## config.mk

```make
export PLATFORM = sky130hd
export DESIGN_NAME = histogram_bin_count_cdf_engine_core
export DESIGN_NICKNAME = d
export VERILOG_FILES = /design/src/hbc_pkg.sv /design/src/hbc_front.sv /design/src/hbc_back.sv /design/src/histogram_bin_count_cdf_engine_core.sv
export VERILOG_INCLUDE_DIRS = /design/src /design/src/src
export SDC_FILE = /design/constraint.sdc
export NUM_CORES = 2
export LEC_CHECK = 0
export ABC_AREA = 1
export BUFFER_PORTS_ARGS = -buffer_cell sky130_fd_sc_hd__buf_4
export CAP_MARGIN = 10
export CORE_ASPECT_RATIO = 1.2
export CORE_MARGIN = 10
export CORE_UTILIZATION = 42
export CTS_CLUSTER_DIAMETER = 40
export DETAILED_ROUTE_END_ITERATION = 8
export SLEW_MARGIN = 15
export SYNTH_ARGS = -nofsm -noshare
export SYNTH_HDL_FRONTEND = slang
export SYNTH_SLANG_ARGS = --single-unit
export TNS_END_PERCENT = 100
```

## constraint.sdc

```tcl
create_clock -name clk -period 12.7 [get_ports clk]
set_clock_uncertainty 0.2 [all_clocks]
set_input_delay 0.635 -clock clk [delete_from_list [all_inputs] [get_ports clk]]
set_output_delay 0.635 -clock clk [all_outputs]
set_load 0.02 [all_outputs]
```

## src/assert_macros.svh

```systemverilog
// ----------------------------------------------------------------------------
// assert_macros.svh
// Assertion shorthands, sampled on clk and disabled while rst_n is low.
// ----------------------------------------------------------------------------
`ifndef ASSERT_MACROS_SVH
`define ASSERT_MACROS_SVH

// Same-cycle implication.
`define ASSERT_IMPLY(lbl, ante, cons, msg) \
  lbl: assert property (@(posedge clk) disable iff (!rst_n) (ante) |-> (cons)) else $error(msg);

// Next-cycle implication.
`define ASSERT_NEXT(lbl, ante, cons, msg) \
  lbl: assert property (@(posedge clk) disable iff (!rst_n) (ante) |=> (cons)) else $error(msg);

`endif

```

## src/hbc_pkg.sv

```systemverilog
// ----------------------------------------------------------------------------
// hbc_pkg
// Types and codes shared by the histogram bin count / CDF engine.
// ----------------------------------------------------------------------------
package hbc_pkg;

  localparam logic [2:0] CMD_WRITE_EDGE = 3'd0;
  localparam logic [2:0] CMD_IMPORT     = 3'd1;
  localparam logic [2:0] CMD_COUNT      = 3'd2;
  localparam logic [2:0] CMD_CUM        = 3'd3;
  localparam logic [2:0] CMD_INV_CDF    = 3'd4;

  localparam logic [4:0]  EDGES_RESET  = 5'd16;
  localparam logic [16:0] FRAC_ONE     = 17'd65536;
  localparam int          PROD_W       = 81;

  typedef enum logic [2:0] {
    OP_WRITE, OP_IMPORT, OP_COUNT, OP_CUM, OP_INV, OP_NONE
  } op_t;

  typedef enum logic [2:0] {
    ST_IDLE, ST_MUL_LO, ST_MUL_HI, ST_MUL_SUM, ST_STEP, ST_DONE
  } state_t;

  typedef struct packed {
    logic [2:0]         command;
    logic signed [31:0] sample_value;
    logic [3:0]         edge_index;
    logic [16:0]        target_fraction;
  } in_item_t;

  typedef struct packed {
    logic               status;
    logic [4:0]         bin_index;
    logic [31:0]        bin_count;
    logic [31:0]        cumulative_count;
    logic [31:0]        total_count;
    logic signed [31:0] edge_value;
  } out_item_t;

  // Classified command as held in the queue between front and back.
  typedef struct packed {
    op_t                op;
    logic signed [31:0] value;
    logic [3:0]         edge_index;
    logic [16:0]        target;
  } cmd_t;

endpackage

```

## src/hbc_front.sv

```systemverilog
// ----------------------------------------------------------------------------
// hbc_front
// Accepts input transactions, decodes the command and clamps the fraction,
// and holds them in a two-entry queue for the back end.
// ----------------------------------------------------------------------------
module hbc_front (
  input  logic             clk,
  input  logic             rst_n,
  input  logic             in_valid,
  output logic             in_stall,
  input  hbc_pkg::in_item_t in_item,
  output logic             q_valid_o,
  output hbc_pkg::cmd_t    q_head_o,
  input  logic             q_pop_i
);

  hbc_pkg::cmd_t q_mem_r [2];
  logic          wr_ptr_r, wr_ptr_nxt;
  logic          rd_ptr_r, rd_ptr_nxt;
  logic [1:0]    cnt_r, cnt_nxt;
  logic          push;
  logic          pop;
  hbc_pkg::cmd_t dec;

  assign in_stall  = (cnt_r == 2'd2);
  assign push      = in_valid && !in_stall;
  assign q_valid_o = (cnt_r != 2'd0);
  assign pop       = q_pop_i && q_valid_o;
  assign q_head_o  = q_mem_r[rd_ptr_r];

  always_comb begin
    dec.value      = in_item.sample_value;
    dec.edge_index = in_item.edge_index;
    dec.target     = (in_item.target_fraction > hbc_pkg::FRAC_ONE) ?
                     hbc_pkg::FRAC_ONE : in_item.target_fraction;
    case (in_item.command)
      hbc_pkg::CMD_WRITE_EDGE: dec.op = hbc_pkg::OP_WRITE;
      hbc_pkg::CMD_IMPORT:     dec.op = hbc_pkg::OP_IMPORT;
      hbc_pkg::CMD_COUNT:      dec.op = hbc_pkg::OP_COUNT;
      hbc_pkg::CMD_CUM:        dec.op = hbc_pkg::OP_CUM;
      hbc_pkg::CMD_INV_CDF:    dec.op = hbc_pkg::OP_INV;
      default:                 dec.op = hbc_pkg::OP_NONE;
    endcase
  end

  always_comb begin
    wr_ptr_nxt = push ? ~wr_ptr_r : wr_ptr_r;
    rd_ptr_nxt = pop ? ~rd_ptr_r : rd_ptr_r;
    cnt_nxt    = cnt_r + {1'b0, push} - {1'b0, pop};
  end

  always_ff @(posedge clk) begin
    if (!rst_n) begin
      wr_ptr_r <= 1'b0;
      rd_ptr_r <= 1'b0;
      cnt_r    <= 2'd0;
    end else begin
      wr_ptr_r <= wr_ptr_nxt;
      rd_ptr_r <= rd_ptr_nxt;
      cnt_r    <= cnt_nxt;
    end
  end

  always_ff @(posedge clk) begin
    if (push) begin
      q_mem_r[wr_ptr_r] <= dec;
    end
  end

endmodule

```

## src/hbc_back.sv

```systemverilog
// ----------------------------------------------------------------------------
// hbc_back
// Executes queued commands: writes edges, walks edge table and counters one
// entry a cycle, updates counters on import, forms one result per command.
// ----------------------------------------------------------------------------
module hbc_back #(
  parameter int MAX_EDGES   = 16,
  parameter int COUNT_WIDTH = 32
) (
  input  logic              clk,
  input  logic              rst_n,
  input  logic [4:0]        cfg_edges_i,
  input  logic              q_valid_i,
  input  hbc_pkg::cmd_t     cmd_i,
  output logic              pop_o,
  output logic              res_valid_o,
  input  logic              res_ready_i,
  output hbc_pkg::out_item_t res_o
);

  localparam int KW = $clog2(MAX_EDGES + 1);
  localparam int EW = (MAX_EDGES > 1) ? $clog2(MAX_EDGES) : 1;
  localparam int CW = COUNT_WIDTH;

  function automatic logic [CW-1:0] sat_add(input logic [CW-1:0] a,
                                            input logic [CW-1:0] b);
    logic [CW:0] s;
    begin
      s = {1'b0, a} + {1'b0, b};
      sat_add = s[CW] ? {CW{1'b1}} : s[CW-1:0];
    end
  endfunction

  function automatic logic [31:0] clip32(input logic [CW-1:0] v);
    logic [63:0] w;
    begin
      w = 64'(v);
      clip32 = (|w[63:32]) ? 32'hFFFF_FFFF : w[31:0];
    end
  endfunction

  hbc_pkg::state_t state_r, state_nxt;
  hbc_pkg::cmd_t   cmd_r, cmd_nxt;
  logic [KW-1:0]   k_r, k_nxt;
  logic [CW-1:0]   acc_r, acc_nxt;
  logic [CW-1:0]   total_r, total_nxt;
  logic signed [31:0] prev_r, prev_nxt;
  logic [48:0]     plo_r, plo_nxt;
  logic [48:0]     phi_r, phi_nxt;
  logic [hbc_pkg::PROD_W-1:0] prod_r, prod_nxt;
  hbc_pkg::out_item_t res_r, res_nxt;

  logic signed [31:0] edge_mem [MAX_EDGES];
  logic [CW-1:0]      cnt_mem  [MAX_EDGES+1];
  logic [MAX_EDGES:0] cnt_vld_r;
  logic signed [31:0] edge_rd_r;
  logic [CW-1:0]      cnt_rd_r;
  logic               vld_rd_r;

  logic          edge_we;
  logic          cnt_we;
  logic [CW-1:0] cnt_wdata;
  logic [EW-1:0] edge_ra;
  logic [KW-1:0] n_use;
  logic [CW-1:0] cnt_k;
  logic [CW-1:0] acc_sum;
  logic [63:0]   t64;
  logic          is_end;
  logic          stop;
  logic          wr_ok;

  always_comb begin
    if (cfg_edges_i == 5'd0) begin
      n_use = KW'(1);
    end else if (int'(cfg_edges_i) > MAX_EDGES) begin
      n_use = KW'(MAX_EDGES);
    end else begin
      n_use = KW'(cfg_edges_i);
    end
  end

  assign cnt_k   = vld_rd_r ? cnt_rd_r : '0;
  assign acc_sum = sat_add(acc_r, cnt_k);
  assign t64     = 64'(total_r);
  assign is_end  = (k_r == n_use);
  assign wr_ok   = int'(cmd_i.edge_index) < int'(n_use);
  assign edge_ra = (int'(k_nxt) < MAX_EDGES) ? EW'(k_nxt) : EW'(MAX_EDGES - 1);

  always_comb begin
    state_nxt = state_r;
    cmd_nxt   = cmd_r;
    k_nxt     = k_r;
    acc_nxt   = acc_r;
    total_nxt = total_r;
    prev_nxt  = prev_r;
    plo_nxt   = plo_r;
    phi_nxt   = phi_r;
    prod_nxt  = prod_r;
    res_nxt   = res_r;
    pop_o     = 1'b0;
    edge_we   = 1'b0;
    cnt_we    = 1'b0;
    cnt_wdata = sat_add(cnt_k, CW'(1));
    res_valid_o = 1'b0;
    stop      = 1'b0;

    case (state_r)
      hbc_pkg::ST_IDLE: begin
        k_nxt   = '0;
        acc_nxt = '0;
        res_nxt = '0;
        if (q_valid_i) begin
          pop_o   = 1'b1;
          cmd_nxt = cmd_i;
          case (cmd_i.op)
            hbc_pkg::OP_WRITE: begin
              edge_we        = wr_ok;
              res_nxt.status = !wr_ok;
              state_nxt      = hbc_pkg::ST_DONE;
            end
            hbc_pkg::OP_NONE:  state_nxt = hbc_pkg::ST_DONE;
            hbc_pkg::OP_INV:   state_nxt = hbc_pkg::ST_MUL_LO;
            default:           state_nxt = hbc_pkg::ST_STEP;
          endcase
        end
      end

      hbc_pkg::ST_MUL_LO: begin
        plo_nxt   = t64[31:0] * cmd_r.target;
        state_nxt = hbc_pkg::ST_MUL_HI;
      end

      hbc_pkg::ST_MUL_HI: begin
        phi_nxt   = t64[63:32] * cmd_r.target;
        state_nxt = hbc_pkg::ST_MUL_SUM;
      end

      hbc_pkg::ST_MUL_SUM: begin
        prod_nxt  = (hbc_pkg::PROD_W'(phi_r) << 32) + hbc_pkg::PROD_W'(plo_r);
        state_nxt = hbc_pkg::ST_STEP;
      end

      hbc_pkg::ST_STEP: begin
        if (cmd_r.op == hbc_pkg::OP_INV) begin
          stop = is_end ||
                 (hbc_pkg::PROD_W'({acc_sum, 16'h0000}) >= prod_r);
        end else begin
          stop = is_end || (cmd_r.value < edge_rd_r);
        end
        if (stop) begin
          res_nxt.bin_index   = 5'(k_r);
          res_nxt.bin_count   = clip32(cnt_k);
          res_nxt.total_count = clip32(total_r);
          case (cmd_r.op)
            hbc_pkg::OP_IMPORT: begin
              cnt_we              = 1'b1;
              total_nxt           = sat_add(total_r, CW'(1));
              res_nxt.bin_count   = clip32(cnt_wdata);
              res_nxt.total_count = clip32(total_nxt);
            end
            hbc_pkg::OP_CUM: res_nxt.cumulative_count = clip32(acc_sum);
            hbc_pkg::OP_INV: begin
              res_nxt.cumulative_count = clip32(acc_sum);
              res_nxt.edge_value       = (k_r == '0) ? edge_rd_r : prev_r;
            end
            default: ;
          endcase
          state_nxt = hbc_pkg::ST_DONE;
        end else begin
          k_nxt    = k_r + KW'(1);
          acc_nxt  = acc_sum;
          prev_nxt = edge_rd_r;
        end
      end

      hbc_pkg::ST_DONE: begin
        res_valid_o = 1'b1;
        if (res_ready_i) begin
          state_nxt = hbc_pkg::ST_IDLE;
        end
      end

      default: state_nxt = hbc_pkg::ST_IDLE;
    endcase
  end

  assign res_o = res_r;

  always_ff @(posedge clk) begin
    if (!rst_n) begin
      state_r   <= hbc_pkg::ST_IDLE;
      total_r   <= '0;
      cnt_vld_r <= '0;
    end else begin
      state_r <= state_nxt;
      total_r <= total_nxt;
      if (cnt_we) begin
        cnt_vld_r[k_r] <= 1'b1;
      end
    end
  end

  always_ff @(posedge clk) begin
    cmd_r  <= cmd_nxt;
    k_r    <= k_nxt;
    acc_r  <= acc_nxt;
    prev_r <= prev_nxt;
    plo_r  <= plo_nxt;
    phi_r  <= phi_nxt;
    prod_r <= prod_nxt;
    res_r  <= res_nxt;
  end

  // Tables: one write port, one registered read at the next walk address.
  always_ff @(posedge clk) begin
    if (edge_we) begin
      edge_mem[EW'(cmd_i.edge_index)] <= cmd_i.value;
    end
    edge_rd_r <= edge_mem[edge_ra];
  end

  always_ff @(posedge clk) begin
    if (cnt_we) begin
      cnt_mem[k_r] <= cnt_wdata;
    end
    cnt_rd_r <= cnt_mem[k_nxt];
    vld_rd_r <= cnt_vld_r[k_nxt];
  end

endmodule

```

## src/histogram_bin_count_cdf_engine_core.sv

```systemverilog
// ----------------------------------------------------------------------------
// histogram_bin_count_cdf_engine_core
// Histogram with programmable bin edges, saturating counters and CDF queries.
// ----------------------------------------------------------------------------
// Input channel in_valid/in_stall/in_item carries one command per transaction:
// write edge, import sample, count query, cumulative query or inverse CDF.
// Every command yields exactly one transaction on out_valid/out_stall/out_item.
// cfg_we/cfg_wdata set the number of edges in use; write it only while idle.
// A front end decodes commands into a two-entry queue; the back end walks the
// edge table and counter memory one entry per cycle.
// Steps: write edge and unknown commands pass from the queue straight to the
// result state; bin searches first walk the tables up to the selected bin;
// inverse CDF first forms the total*fraction product in the multiply states
// (MUL_LO, MUL_HI, MUL_SUM). The back end finishes one command, including its
// walk over the memories, before it pops the next.
// Reset (synchronous, rst_n low) clears all counters, the total, the queue
// and sets EDGES_RESET edges in use; edge values stay undefined until written.
// While out_stall is high the result holds; the queue keeps accepting until
// it fills, then in_stall rises.
// ----------------------------------------------------------------------------
`include "assert_macros.svh"

module histogram_bin_count_cdf_engine_core #(
  parameter int MAX_EDGES   = 16,
  parameter int COUNT_WIDTH = 32
) (
  input  logic               clk,
  input  logic               rst_n,
  input  logic               in_valid,
  output logic               in_stall,
  input  hbc_pkg::in_item_t  in_item,
  output logic               out_valid,
  input  logic               out_stall,
  output hbc_pkg::out_item_t out_item,
  input  logic               cfg_we,
  input  logic [4:0]         cfg_wdata
);

  logic [4:0]         edges_r, edges_nxt;
  logic               q_valid;
  hbc_pkg::cmd_t      q_head;
  logic               q_pop;
  logic               res_valid;
  hbc_pkg::out_item_t res;
  logic               out_free;
  logic               load;
  logic               out_valid_r, out_valid_nxt;
  hbc_pkg::out_item_t out_item_r;

  hbc_front u_front (
    .clk       (clk),
    .rst_n     (rst_n),
    .in_valid  (in_valid),
    .in_stall  (in_stall),
    .in_item   (in_item),
    .q_valid_o (q_valid),
    .q_head_o  (q_head),
    .q_pop_i   (q_pop)
  );

  hbc_back #(
    .MAX_EDGES   (MAX_EDGES),
    .COUNT_WIDTH (COUNT_WIDTH)
  ) u_back (
    .clk         (clk),
    .rst_n       (rst_n),
    .cfg_edges_i (edges_r),
    .q_valid_i   (q_valid),
    .cmd_i       (q_head),
    .pop_o       (q_pop),
    .res_valid_o (res_valid),
    .res_ready_i (out_free),
    .res_o       (res)
  );

  assign out_free = !out_valid_r || !out_stall;
  assign load     = res_valid && out_free;

  always_comb begin
    edges_nxt     = cfg_we ? cfg_wdata : edges_r;
    out_valid_nxt = load || (out_valid_r && out_stall);
  end

  always_ff @(posedge clk) begin
    if (!rst_n) begin
      edges_r     <= hbc_pkg::EDGES_RESET;
      out_valid_r <= 1'b0;
    end else begin
      edges_r     <= edges_nxt;
      out_valid_r <= out_valid_nxt;
    end
  end

  // Hold the payload while stalled.
  always_ff @(posedge clk) begin
    if (load) begin
      out_item_r <= res;
    end
  end

  assign out_valid = out_valid_r;
  assign out_item  = out_item_r;

  `ASSERT_NEXT(a_res_hold, res_valid && !out_free, res_valid,
               "back end dropped a result while output was busy")
  `ASSERT_IMPLY(a_bin_range, out_valid, int'(out_item.bin_index) <= MAX_EDGES,
                "bin index beyond overflow bin")
  `ASSERT_IMPLY(a_count_le_total, out_valid,
                out_item.bin_count <= out_item.total_count &&
                out_item.cumulative_count <= out_item.total_count,
                "count exceeds total")

endmodule

```

==> impl_metrics.tcl <==
set metrics [dict create \
    fin_tns_setup_ns 0 \
    synth_compound_area_share_pct 3.67 \
    regToRegEndpoint "u_back.cnt_rd_r[8]$_DFF_P_" \
    start_kind "flop" \
    gp_congestion 0.918 \
    seq_power_share_pct 27.5 \
    core_region_area_mm2 0.219 \
    drv_cap 0 \
    dieArea_mm2 0.239 \
    grt_start_max_net_pins 155 \
    fin_cells 12100 \
    finalCritPeriodShare_pct 74.5 \
    area_delta_synth_final_pct 14.5 \
    cp-end-kind "flop" \
    synth_cell_type_count 61 \
    synth.area.mux_share_pct 0.598 \
    drt-pass1-iter-count 5 \
    hold_start "u_back.plo_r[44]$_DFFE_PP_" \
    core.rowCount 188 \
    drtIter0Drc 5979 \
    place_hpwl_mm 164 \
    rsz0062_at_grt "no" \
    avgSynthCellArea_um2 10.4 \
    routed_via_density 5.26 \
    seq_area_frac_synth_pct 56.6 \
    swShare_pct 45.8 \
    cts_buffer_depth 4 \
    grt.total_usage_pct 21.8 \
    wl_mm 266 \
    power_leakage_nw 45.0 \
    min_period_ns 9.46 \
    dp_cells 11600 \
    synth_seq_cells 1783 \
    regToRegStartpoint "u_back.vld_rd_r$_DFF_P_" \
    clk_pin_slew_ns 0.06 \
    clockPowerShare_pct 22.0 \
    crit_top_cell "nand2_1" \
    post_drt_wl_per_cell_um 22.0 \
    cts_max_level 4 \
    synth_adder_area_share_pct 12.8 \
    grt_pass1_wl_mm 400 \
    drtAntennaViolNets 0 \
    synth-simple-area-share_pct 16.3 \
    p_int_mw 16.5 \
    report.final.hold_viol_count 0 \
    cp_data_required_time_ns 13.22 \
    vias 63800 \
    critical_path.max_fanout 119 \
    portBuffers 201 \
    drc 0 \
    pwr_density_cell_mw_per_mm2 289 \
    r2r_slack_ns 3.24 \
    cts_tree "built" \
    crit_path_top_delay_cell "buf_4" \
    hold_path_class "flop to flop" \
    setup_slack_ns 3.24 \
    final_common_cell "nand2_1" \
    synth_xor_area_share_pct 0.901 \
    relSlewSlack_pct 22.5 \
    peakVddDrop_mv 0.522 \
    ioPinCount 202 \
    overflow 0 \
    reg2reg_depth 37 \
    arrival_ns 9.98 \
    synth_nets 9615 \
    clk_latency_ns 0.93 \
    drive_gt1_share_pct 9.99 \
    grt_pass1_vias 64200 \
    post-place-ws_ns 3.39 \
    layout_common_cells "1815 x nand2_1, 1720 x inv_1, 1650 x edfxtp_1" \
    drv_slew 0 \
    whs_path_depth 0 \
    fmax_mhz 106 \
    async_flop_share_pct 0 \
    cts_buffers 232 \
    finalSetupViolations 0 \
    synth_top_family_by_area "simple AND/OR/NAND/NOR gates" \
    p_switching_mw 14.0 \
    status "completed" \
    holdPathEnd "u_back.prod_r[44]$_DFFE_PN_" \
    antenna_found_initial 7 \
    tightest_slew_ns 1.16 \
    nNetsFinal 9821 \
    die_w_um 448 \
    clock-sinks 1783 \
    critPathMaxStageDelay_ns 0.93 \
    yosys_most_used_dff "edfxtp_1" \
    worstSetupPathType "flop to flop" \
    syn-cell-area_mm2 0.0923 \
    ctsResizeCount 0 \
    comb_power_share_pct 50.6 \
    yosysWarningCount 0 \
    start_util_pct 42.2 \
    cts_root_buf "clkbuf_16" \
    fp.dieH_um 534 \
    syn-instance-count 8872 \
    synth_edf_count 1650 \
]
==> repair_timing <==
action / in CTS / in global routing
hold endpoints to repair: 125 / 0
hold buffers: 64 / 0
buffers inserted: 0 / 0
==> power by group through the flow <==
stage	combinational [mW]	clock (mW)	sequential (mW)
finish	15.4	6.70	8.38
global route	17.2	7.03	8.42
global placement	15.1	0	8.48
CTS	15.4	6.79	8.37
floorplan	10.7	0	8.28
detailed placement	15.3	0	8.48
==> kinds of logic after synthesis <==
group | count (synthesis)
compound gates | 610
xor+xnor | 95
fa+ha+maj | 678
flops | 1783
buf+inv | 2177
mux | 49
simple gates | 3480
==> area by class of cell <==
| class | instances | area, um^2 |
|---|---|---|
| Inverter | 1741 | 6550 |
| Sequential cell | 1783 | 52200 |
| Clock inverter | 161 | 1970 |
| Timing Repair Buffer | 408 | 3240 |
| Fill cell | 19700 | 113000 |
| Tap cell | 2850 | 3570 |
| Multi-Input combinational cell | 4912 | 32100 |
| Antenna cell | 4 | 10.0 |
| Clock buffer | 267 | 6010 |
==> layer usage <==
layer	wire (um)	global-route usage [%]
met5	13	0
met1	108000	28.2
met2	128000	36.8
met4	12100	9.06
met3	18500	3.02
==> cells in the mapped netlist, types with 3 or more instances <==
library cell     n  area share, %
a211oi_1        31           0.25
a21boi_0         4          0.033
a21o_1           6          0.049
a21oi_1        238            1.3
a31oi_1         26           0.18
buf_1           59           0.24
buf_2          153           0.83
buf_4            6          0.049
clkbuf_1       218           0.89
dfxtp_1        133            2.9
edfxtp_1      1650             54
fa_1           450            9.8
ha_1           227            3.1
inv_1         1723            7.0
inv_2           15          0.061
mux2_2          49           0.60
nand2_1       1817            7.4
nand2_2          5          0.034
nand3_1        859            4.7
nand3_2          4          0.043
nand3b_1         5          0.041
nand4_1        215            1.5
nand4_2          3          0.041
nor2_1         456            1.9
nor2_2           5          0.034
nor2_4           5          0.061
nor3_1          35           0.19
nor4_1           8          0.054
o211ai_1        13           0.11
o21a_1          33           0.27
o21ai_0        164           0.89
o21ai_1         72           0.39
o21bai_1         3          0.024
o31ai_1          3          0.024
or2_1           12          0.081
or2_2           45           0.30
xnor2_1         33           0.31
xor2_1          62           0.59
==> critical path, delay by kind of cell (launching register included) <==
kind | cells | cell delay (ns)
adders and majority gates | 2 | 0.64
and+or+nand+nor | 24 | 3.75
AOI/OAI and AO/OA | 5 | 1.34
buffers and inverters | 6 | 2.83
DFF | 1 | 0.31
==> flip-flops by register name, summed over array words and instances (netlist names), 17 cells and up, named ones only <==
name and flops:
u_back.cmd_r 52, u_back.edge_rd_r 32, out_item 134, u_back.plo_r 49, u_front.q_mem_r 112, u_back.res_o 134, u_back.cnt_vld_r 17, u_back.edge_mem 512
u_back.acc_r 32, u_back.total_r 32, u_back.prod_r 49, u_back.cnt_mem 544, u_back.prev_r 32, u_back.cnt_rd_r 32
==> per-stage QoR <==
step	power (mW)	area, um^2	hold slack [ns]	util, %
after detailed placement	23.8	97100	0.205	44.4
after global routing	32.7	106000	0.167	48.3
after floorplan	18.9	92300	0.200	-
after CTS	30.6	106000	0.150	48.3
after global placement	23.6	97100	0.201	44.4
final	30.5	106000	0.160	48.3
==> how the worst max path moves through the flow <==
stage	from	cells past startpoint	slack, ns	end
finish	u_back.vld_rd_r$_DFF_P_	37	3.24	u_back.cnt_rd_r[8]$_DFF_P_
global route	u_back.vld_rd_r$_DFF_P_	37	2.61	u_back.cnt_rd_r[13]$_DFF_P_
CTS	u_back.vld_rd_r$_DFF_P_	41	3.32	u_back.cnt_rd_r[8]$_DFF_P_
detailed placement	u_back.vld_rd_r$_DFF_P_	41	3.39	u_back.cnt_rd_r[8]$_DFF_P_
global placement	u_back.vld_rd_r$_DFF_P_	41	3.58	u_back.vld_rd_r$_DFF_P_
floorplan	u_back.vld_rd_r$_DFF_P_	32	4.46	u_back.cnt_mem[16][0]$_DFFE_PP_
No activity file was read; power rests on OpenSTA's default activity.
